<file path="src/rtl/msie_pkg.sv">
// shared types, constants and helpers for the mips subset executor
package msie_pkg;

	localparam int REGION_BYTES = 65536;
	localparam int REG_COUNT = 32;
	localparam int RIDX_W = $clog2(REG_COUNT);
	localparam int REGION_WORDS = (REGION_BYTES + 3) / 4;
	localparam int WIDX_W = $clog2(REGION_WORDS);
	localparam int MADDR_W = WIDX_W + 2;
	localparam int MEM_DEPTH = 1 << MADDR_W;

	localparam logic [31:0] PC_RESET = 32'h0040_0000;
	localparam logic [31:0] SP_RESET = 32'h8000_0000;
	localparam logic [RIDX_W-1:0] REG_SP = RIDX_W'(29);
	localparam logic [RIDX_W-1:0] REG_RA = RIDX_W'(31);
	localparam logic [RIDX_W-1:0] REG_ZERO = '0;

	localparam logic [11:0] SEL_PROG = 12'h004;
	localparam logic [11:0] SEL_DATA = 12'h100;
	localparam logic [11:0] SEL_STACK = 12'h7FF;
	localparam logic [1:0] RGN_PROG = 2'd0;
	localparam logic [1:0] RGN_DATA = 2'd1;
	localparam logic [1:0] RGN_STACK = 2'd2;

	localparam logic [2:0] OP_STEP = 3'd0;
	localparam logic [2:0] OP_MEM_WRITE = 3'd1;
	localparam logic [2:0] OP_MEM_READ = 3'd2;
	localparam logic [2:0] OP_SET_PC = 3'd3;
	localparam logic [2:0] OP_SET_REG = 3'd4;

	localparam logic [1:0] ST_OK = 2'd0;
	localparam logic [1:0] ST_NOREGION = 2'd1;
	localparam logic [1:0] ST_MISALIGN = 2'd2;
	localparam logic [1:0] ST_SYSCALL = 2'd3;

	// primary opcodes
	localparam logic [5:0] OPC_RTYPE = 6'd0;
	localparam logic [5:0] OPC_REGIMM = 6'd1;
	localparam logic [5:0] OPC_J = 6'd2;
	localparam logic [5:0] OPC_JAL = 6'd3;
	localparam logic [5:0] OPC_BEQ = 6'd4;
	localparam logic [5:0] OPC_BNE = 6'd5;
	localparam logic [5:0] OPC_ADDI = 6'd8;
	localparam logic [5:0] OPC_SLTI = 6'd10;
	localparam logic [5:0] OPC_ANDI = 6'd12;
	localparam logic [5:0] OPC_ORI = 6'd13;
	localparam logic [5:0] OPC_XORI = 6'd14;
	localparam logic [5:0] OPC_LUI = 6'd15;
	localparam logic [5:0] OPC_LB = 6'd32;
	localparam logic [5:0] OPC_LW = 6'd35;
	localparam logic [5:0] OPC_LBU = 6'd36;
	localparam logic [5:0] OPC_SB = 6'd40;
	localparam logic [5:0] OPC_SW = 6'd43;

	// r-format function codes
	localparam logic [5:0] FN_SLL = 6'd0;
	localparam logic [5:0] FN_SRL = 6'd2;
	localparam logic [5:0] FN_SRA = 6'd3;
	localparam logic [5:0] FN_JR = 6'd8;
	localparam logic [5:0] FN_SYSCALL = 6'd12;
	localparam logic [5:0] FN_ADD = 6'd32;
	localparam logic [5:0] FN_SUB = 6'd34;
	localparam logic [5:0] FN_AND = 6'd36;
	localparam logic [5:0] FN_OR = 6'd37;
	localparam logic [5:0] FN_XOR = 6'd38;
	localparam logic [5:0] FN_NOR = 6'd39;
	localparam logic [5:0] FN_SLT = 6'd42;

	typedef struct packed {
		logic [2:0] operation;
		logic [31:0] address;
		logic [31:0] value;
		logic [4:0] reg_index;
	} cmd_t;

	typedef struct packed {
		logic [31:0] read_data;
		logic [31:0] pc_after;
		logic [1:0] status;
	} rsp_t;

	typedef struct packed {
		logic [31:0] pc_next;
		logic rf_we;
		logic [RIDX_W-1:0] rf_waddr;
		logic [31:0] rf_wdata;
		logic mem_rd;
		logic mem_wr;
		logic is_byte;
		logic load_sext;
		logic syscall;
		logic [31:0] eaddr;
	} exec_t;

	typedef struct packed {
		logic [1:0] status;
		logic [1:0] rgn;
	} chk_t;

	function automatic chk_t region_check(input logic [31:0] addr, input logic word);
		chk_t c;
		logic [20:0] end_off;
		end_off = {1'b0, addr[19:0]} + (word ? 21'd4 : 21'd1);
		c.status = ST_OK;
		c.rgn = RGN_PROG;
		case (addr[31:20])
			SEL_PROG: c.rgn = RGN_PROG;
			SEL_DATA: c.rgn = RGN_DATA;
			SEL_STACK: c.rgn = RGN_STACK;
			default: c.status = ST_NOREGION;
		endcase
		if (end_off > 21'(REGION_BYTES))
			c.status = ST_NOREGION;
		else if (c.status == ST_OK && word && addr[1:0] != 2'b00)
			c.status = ST_MISALIGN;
		return c;
	endfunction

	function automatic logic [MADDR_W-1:0] mem_index(input logic [1:0] rgn,
			input logic [31:0] addr);
		return {rgn, addr[WIDX_W+1:2]};
	endfunction

endpackage

</file>
<file path="src/rtl/msie_exec.sv">
// instruction decode, alu and next pc
module msie_exec (
	input logic [31:0] inst,
	input logic [31:0] pc,
	input logic [31:0] a,
	input logic [31:0] b,
	output msie_pkg::exec_t res
);
	import msie_pkg::*;

	logic [5:0] opc;
	logic [5:0] fn;
	logic [RIDX_W-1:0] rt;
	logic [RIDX_W-1:0] rd;
	logic [4:0] sh;
	logic [31:0] simm;
	logic [31:0] zimm;
	logic [31:0] next;
	logic [31:0] btarget;
	logic [31:0] jtarget;

	assign opc = inst[31:26];
	assign fn = inst[5:0];
	assign rt = inst[20:16];
	assign rd = inst[15:11];
	assign sh = inst[10:6];
	assign simm = {{16{inst[15]}}, inst[15:0]};
	assign zimm = {16'h0000, inst[15:0]};
	assign next = pc + 32'd4;
	assign btarget = next + {simm[29:0], 2'b00};
	assign jtarget = {next[31:28], inst[25:0], 2'b00};

	always_comb begin
		res = '0;
		res.pc_next = next;
		res.rf_waddr = rt;
		res.eaddr = a + simm;
		unique case (opc)
			OPC_RTYPE: begin
				res.rf_waddr = rd;
				res.rf_we = 1'b1;
				case (fn)
					FN_SLL: res.rf_wdata = b << sh;
					FN_SRL: res.rf_wdata = b >> sh;
					FN_SRA: res.rf_wdata = 32'($signed(b) >>> sh);
					FN_ADD: res.rf_wdata = a + b;
					FN_SUB: res.rf_wdata = a - b;
					FN_AND: res.rf_wdata = a & b;
					FN_OR: res.rf_wdata = a | b;
					FN_XOR: res.rf_wdata = a ^ b;
					FN_NOR: res.rf_wdata = ~(a | b);
					FN_SLT: res.rf_wdata = {31'd0, $signed(a) < $signed(b)};
					FN_JR: begin
						res.rf_we = 1'b0;
						res.pc_next = a;
					end
					FN_SYSCALL: begin
						res.rf_we = 1'b0;
						res.syscall = 1'b1;
					end
					default: res.rf_we = 1'b0;
				endcase
			end
			OPC_REGIMM: if (rt == REG_ZERO && a[31]) res.pc_next = btarget;
			OPC_J: res.pc_next = jtarget;
			OPC_JAL: begin
				res.pc_next = jtarget;
				res.rf_we = 1'b1;
				res.rf_waddr = REG_RA;
				res.rf_wdata = next;
			end
			OPC_BEQ: if (a == b) res.pc_next = btarget;
			OPC_BNE: if (a != b) res.pc_next = btarget;
			OPC_ADDI: begin
				res.rf_we = 1'b1;
				res.rf_wdata = a + simm;
			end
			OPC_SLTI: begin
				res.rf_we = 1'b1;
				res.rf_wdata = {31'd0, $signed(a) < $signed(simm)};
			end
			OPC_ANDI: begin
				res.rf_we = 1'b1;
				res.rf_wdata = a & zimm;
			end
			OPC_ORI: begin
				res.rf_we = 1'b1;
				res.rf_wdata = a | zimm;
			end
			OPC_XORI: begin
				res.rf_we = 1'b1;
				res.rf_wdata = a ^ zimm;
			end
			OPC_LUI: begin
				res.rf_we = 1'b1;
				res.rf_wdata = {inst[15:0], 16'h0000};
			end
			OPC_LB: begin
				res.mem_rd = 1'b1;
				res.is_byte = 1'b1;
				res.load_sext = 1'b1;
			end
			OPC_LBU: begin
				res.mem_rd = 1'b1;
				res.is_byte = 1'b1;
			end
			OPC_LW: res.mem_rd = 1'b1;
			OPC_SB: begin
				res.mem_wr = 1'b1;
				res.is_byte = 1'b1;
			end
			OPC_SW: res.mem_wr = 1'b1;
			default: res.rf_we = 1'b0;
		endcase
		if (res.rf_waddr == REG_ZERO)
			res.rf_we = 1'b0;
	end
endmodule

</file>
<file path="config.mk">
export PLATFORM = sky130hd
export DESIGN_NAME = msie_exec
export DESIGN_NICKNAME = d
export VERILOG_FILES = /design/src/rtl/msie_pkg.sv /design/src/rtl/msie_exec.sv
export SDC_FILE = /design/constraint.sdc
export NUM_CORES = 1
export LEC_CHECK = 0
export ABC_AREA = 1
export BUFFER_PORTS_ARGS = -buffer_cell sky130_fd_sc_hd__buf_2
export CAP_MARGIN = 20
export CORE_UTILIZATION = 25
export DETAILED_ROUTE_END_ITERATION = 16
export SETUP_SLACK_MARGIN = 0.05
export SLEW_MARGIN = 20
export SYNTH_ARGS = -nofsm -noshare
export SYNTH_HDL_FRONTEND = slang
export SYNTH_SLANG_ARGS = --single-unit
</file>
<file path="constraint.sdc">
create_clock -name vclk -period 8.49
set_input_delay 0.849 -clock vclk [all_inputs]
set_output_delay 0.849 -clock vclk [all_outputs]
set_load 0.02 [all_outputs]
</file>
# [Word level (Yosys, flattened, before mapping)]
# Index checks and enable logic that the tools add are counted.
[classes] n_addsub=5 n_lt_le_gt_ge=2 eq_ne=29 shifts=3 muxes=17 bitwise_logic=7 n_reduce_logical=11
[op_table] op="$pmux 32 s10" count=1
[op_table] op="$pmux 32 s8" count=1
[op_table] op="$pmux 32 s5" count=1
[op_table] op="$mux 32" count=4
[op_table] op="$add 32x32->32" count=3
[op_table] op="$eq 6x6->1 const B" count=12
[op_table] op="$eq 6x4->1 const B" count=8
[op_table] op="$add 32x3->32 const B" count=1
[op_table] op="$and 32x16->32" count=1
[op_table] op="$and 32x32->32" count=1
[op_table] op="$eq 32x32->1" count=1
[op_table] op="$lt 32x16->1" count=1
[op_table] op="$lt 32x32->1" count=1
[op_table] op="$ne 32x32->1" count=1
[op_table] op="$not 32->32" count=1
[op_table] op="$or 32x16->32" count=1
[op_table] op="$or 32x32->32" count=1
[op_table] op="$shl 32x5->32" count=1
[op_table] op="$shr 32x5->32" count=1
[op_table] op="$sshr 32x5->32" count=1
[op_table] op="$sub 32x32->32" count=1
[op_table] op="$xor 32x16->32" count=1
[op_table] op="$xor 32x32->32" count=1
[op_table] op="$eq 6x2->1 const B" count=4
[op_table] op="12 further kinds" count=24
[word_totals] regBits=0 in_bits=128

# [Longest topological paths before layout]
# Gate-level depths: netlist (run 1).
[depth] word_depth=5 mapped_depth=22

# [Least setup slack after synthesis (run 1)]
# OpenSTA, ideal clock, no wires.
[synth_timing] kind="input to output" startpoint="input port inst[9]" endpoint="output port res[53] (netlist name)" t_arrival_ps=3421 t_required_ps=7641 setup_slack_ps=4220 cell_stages=18 path_buffers=4 cell_sequence="buf_2 > clkinv_1 > buf_2 > buf_1 > ha_1 > buf_2 > nand2_1 > nor2_1 > and3_1 > nand2_1 > nand3_1 > nand2_1 > nand2_1 > xor2_1 > nand2_1 > nand2_1 > inv_1 > nand2_1"
[synth_rtl] element="start, declared" line_no="msie_exec.sv:3" rtl="input logic [31:0] inst,"
[synth_rtl] element="end, declared" line_no="msie_exec.sv:7" rtl="output msie_pkg::exec_t res"

==> results of run 1 <==
==> cell usage after synthesis, types with 11 or more instances <==
cell type | number | share of area
o21ai_0 | 154 | 0.041
nor2_4 | 20 | 0.012
nor2_1 | 324 | 0.065
buf_6 | 11 | 0.0066
nand2_1 | 1211 | 0.24
o21bai_1 | 18 | 0.0072
nor3_1 | 55 | 0.015
xor2_1 | 33 | 0.015
a21oi_1 | 198 | 0.053
inv_1 | 501 | 0.10
nor2_2 | 19 | 0.0063
nand3_1 | 508 | 0.14
and2_1 | 29 | 0.0097
inv_2 | 22 | 0.0044
o211ai_1 | 46 | 0.018
ha_1 | 214 | 0.14
xnor2_1 | 14 | 0.0065
nand2_2 | 14 | 0.0047
nand4_1 | 62 | 0.021
or2_2 | 12 | 0.0040
o21ai_1 | 23 | 0.0061
clkbuf_1 | 32 | 0.0064
o22ai_1 | 32 | 0.011
a22oi_1 | 17 | 0.0068
buf_2 | 62 | 0.017
==> layout make-up <==
cell class,instances,area [µm²],share of cell area
repair buffers,255,1326,0.06413
inverters,528,1983,0.09589
well taps,969,1212,0.05862
diodes,9,22.52,0.001089
multi-input cells,3083,16140,0.7803
==> worst max path at each step <==
stage | start | endpoint
5_1_grt | pc[2] | res[94]
4_1_cts | inst[6] | res[54]
3_3_place_gp | inst[15] | res[54]
2_1_floorplan | inst[9] | res[53]
3_5_place_dp | inst[6] | res[54]
6_report | inst[6] | res[67]
==> power breakdown <==
| group | internal (mW) | leakage (nW) | switching [mW] | total, mW |
|---|---|---|---|---|
| Combinational | 0.356 | 11.2 | 1.02 | 1.38 |
| Sequential | 0 | 0 | 0 | 0 |
| Clock | 0.0000000341 | 0.0000572 | 0 | 0.0000000341 |
| Total | 0.356 | 11.2 | 1.02 | 1.38 |
==> metal layers <==
layer | vias up | wire length (µm) | GRT usage
li1 | 12440 | - | -
met1 | 12520 | 49530 | 0.4052
met2 | 1932 | 53810 | 0.5034
met3 | 362 | 14480 | 0.06260
met4 | 4 | 8498 | 0.1776
met5 | - | 29 | 0
==> cell families (layout without fill, tap and decap cells) <==
kind of cell	after synthesis	in the layout	synth area share
buffers and inverters	649	783	0.1403
other	0	9	0
AND/OR/NAND/NOR	2277	2277	0.5247
XOR/XNOR	48	48	0.02281
AO/OA/AOI/OAI	539	539	0.1647
adder cells (fa/ha/maj)	218	218	0.1470
multiplexers	1	1	0.0005336
==> per-stage QoR <==
| step | std cells | total power [mW] |
|---|---|---|
| after global placement | 4835 | 1.330 |
| after detailed placement | 4835 | 1.317 |
| after floorplan | 3732 | 0.8062 |
| final | 4844 | 1.376 |
| after global routing | 4837 | 1.464 |
| after CTS | 4835 | 1.323 |
==> worst max-delay path: cells and delay by family <==
kind | cells | cell delay (ps)
and+or+nand+nor | 10 | 1700
buffers and inverters | 6 | 1450
adders and majority gates | 1 | 580
==> metrics.txt, run 1 <==
gpl congestion=1.094; post-synth net total=4078; critical path arrival=between 4000 and 5000 ps; Final Worst Setup Slack=2929 ps; layout cells sized above 1=0.09157; status=finished clean; Synth-to-Final Area Change=10.25%; Final Setup Violations=0; die width=between 200 and 300 µm; Die H=roughly 280 µm; synthesized area=0.01876 mm²; PD cells=66.52 mW/mm²; hold crit path type=in2out; post-layout util=0.2783; worst slack, placed=roughly 3200 ps; sequential cell area=0 µm²; Lkg Pwr=11.17 nW; Final period util=0.6550; Clock Buffer Count=0; NumNets Final=approximately 4200; initial antenna violation count=11; PortBufs=around 240; grt ovf=0; WHS=2090 ps; Fin Setup TNS=0 ps; post-DP HPWL=between 100 and 150 mm; row count=100; number of vias per cell=about 5.6; RSZ-0062 raised after global routing=no; slew margin rel.=0.1866; drt pass-1 iters=9; Post-CTS Resized=0; total number of vias=27260; Avg Cell Area, Syn=5.027 µm²; hold depth=3; largest net degree at the start of global routing=a little over 70; Worst VDD drop=between 0.03 and 0.04 mV; IO Pins=between 200 and 250; final hold vios=0; most common cell after layout, fill and taps aside=nand2_1; slowest stage delay, CP=approximately 580 ps; Slew @ Worst Pin=1209 ps; Final ANT Viol Nets=0; core area=roughly 0.074 mm²; post-CTS setup buffer count=0; commonest non-fill, non-tap cells in the layout=1211 x nand2_1, 508 x nand3_1, 501 x inv_1, 322 x nor2_1, 235 x buf_2; Hold EP=res[35]; Seq/Total Area, Yosys=0; Max-Cap Viols=0; HP Start=inst[28]; CP endpoint kind=primary output; Initial Util=0.2524; residual DRC count=0; Ys Warns=0; Setup Crit Path Kind=in2out; Worst path most repeated cell=nand2_1; design area=0.02068 mm²; Max Fclk=around 180 MHz; Filler cells=8892; CP Cell Sequence=buf_2, buf_4, inv_2, ha_1, nand2_1, nor2_1, inv_1, nor3_1, nand2_1, nand2_1, nand2_1, nand3_1, nand3_1, nand2_1, inv_1, nand2_1, buf_2; Slew Viols, Final=0; Critical Path Start Type=input port; first-pass GRT wire length=175.3 mm; Gate Count Post-Synth=3732; slowest cell on the critical path=ha_1; crit-path max FO=39; drt wl/cell=between 20 and 30 µm; Crit path required time=~7600 ps; DP Area=about 0.021 mm²; count of cell types in the netlist=between 50 and 60; drt initial violations=~4200; # hold bufs at CTS=0; total wire length=about 130 mm; vias in the first global route=24960; min Tclk post-route=~5600 ps; GR Util All Layers=0.3191; FFs & Latches=0; Die ar.=roughly 0.076 mm²
Note: power is estimated with default switching activity, not from simulation.
==> run 2: changes to the inputs <==
clock period = 5.5 ns   (was 8.49 ns; I/O delays follow)
==> run 2 against run 1 <==
  * Power rose by 53%
  * Die area did not move
  * Critical path depth fell by 1
  * Largest cell class unchanged
  * Cell area rose by 0.93%
  * Routed wire length fell by 3.3%
==> metrics.txt, run 2 (synthesis results as in run 1) <==
Clock Buffer Count=0; total wire length=122.2 mm; critical path arrival=just over 4000 ps; slew margin rel.=0.3068; # hold bufs at CTS=0; most common cell after layout, fill and taps aside=nand2_1; layout cells sized above 1=0.09787; Final Setup Violations=0; post-CTS setup buffer count=0; post-DP HPWL=around 100 mm; slowest stage delay, CP=roughly 700 ps; Worst path most repeated cell=nand2_1; die width=between 200 and 300 µm; drt initial violations=3991; sequential cell area=0 µm²; initial antenna violation count=16; status=finished clean; post-layout util=0.2809; Critical Path Start Type=input port; Fin Setup TNS=0 ps; PD cells=approximately 100 mW/mm²; commonest non-fill, non-tap cells in the layout=1211 x nand2_1, 508 x nand3_1, 501 x inv_1, 322 x nor2_1, 235 x buf_2; NumNets Final=roughly 4200; HP Start=pc[1]; Final period util=0.8413; CP endpoint kind=primary output; core area=approximately 0.074 mm²; slowest cell on the critical path=nor2_1; grt ovf=0; total number of vias=around 27000; largest net degree at the start of global routing=71; Crit path max-delay family=simple AND/OR/NAND/NOR gates; Setup crit start=inst[5]; gpl congestion=1.111; PortBufs=around 240; CP Cell Sequence=buf_2, inv_1, nor2_2, nand2_1, nor2_1, buf_4, buf_4, nand2_1, o2111ai_1, nor2_1, nand2_1, nor2_1, nand3_1, nand2_1, nand2_1, buf_2; drt pass-1 iters=7; number of vias per cell=between 5 and 6; Max-Cap Viols=0; vias in the first global route=approximately 25000; min Tclk post-route=between 4000 and 5000 ps; first-pass GRT wire length=171.4 mm; final hold vios=0; design area=approximately 0.021 mm²; Lkg Pwr=11.30 nW; FFs & Latches=0; RSZ-0062 raised after global routing=no; worst slack, placed=1004 ps; Synth-to-Final Area Change=11.28%; row count=100; DP Area=0.02086 mm²; Die ar.=0.07614 mm²; Post-CTS Resized=0; Max Fclk=roughly 220 MHz; Final Worst Setup Slack=873.1 ps; Final ANT Viol Nets=0; Initial Util=0.2524; drt wl/cell=25.10 µm; total chip power=around 2.1 mW; Slew @ Worst Pin=1036 ps; GR Util All Layers=0.3094; Worst VDD drop=0.06551 mV; hold crit path type=in2out; Die H=approximately 280 µm; residual DRC count=0; IO Pins=235; Slew Viols, Final=0; WP buf/inv=5; Crit path required time=just under 5000 ps; crit-path max FO=8; Setup Crit Path Kind=in2out
## run 2: worst min-delay path, delay by kind of cell
family	cells	cell delay [ps]
buffers and inverters	2	260
AOI/OAI and AO/OA	1	110
## run 2: routing by layer
layer	vias to the layer above	track usage	part of all wire
met2	1861	0.4809	0.42
met3	363	0.06616	0.12
met1	12440	0.3922	0.39
met4	8	0.1806	0.069
li1	12500	-	-
met5	-	0	0.00041
## run 2: area by class of cell
type | instances | area [µm²]
Fill cell | 9038 | 53450
Inverter | 528 | 1983
Tap cell | 969 | 1212
Antenna cell | 7 | 17.52
Multi-Input combinational cell | 3083 | 16130
Timing Repair Buffer | 282 | 1529
## run 2: worst paths after layout
path,endpoint,slack [ps],depth (start not counted)
max,res[52],870,16
min,res[76],1470,3
## run 2: stage by stage
step	hold WS (ps)	instances
after detailed placement	1479	4862
after floorplan	1186	3732
final	1471	4869
after CTS	1479	4862
after global routing	1496	4866
after global placement	1477	4862
## run 2: where the power goes
| group | leakage (nW) | switching (mW) | internal (mW) |
|---|---|---|---|
| logic | 11.3 | 1.54 | 0.558 |
| registers | 0 | 0 | 0 |
| clock network | 0.0000416 | 0 | 0.0000000690 |
| total | 11.3 | 1.54 | 0.558 |
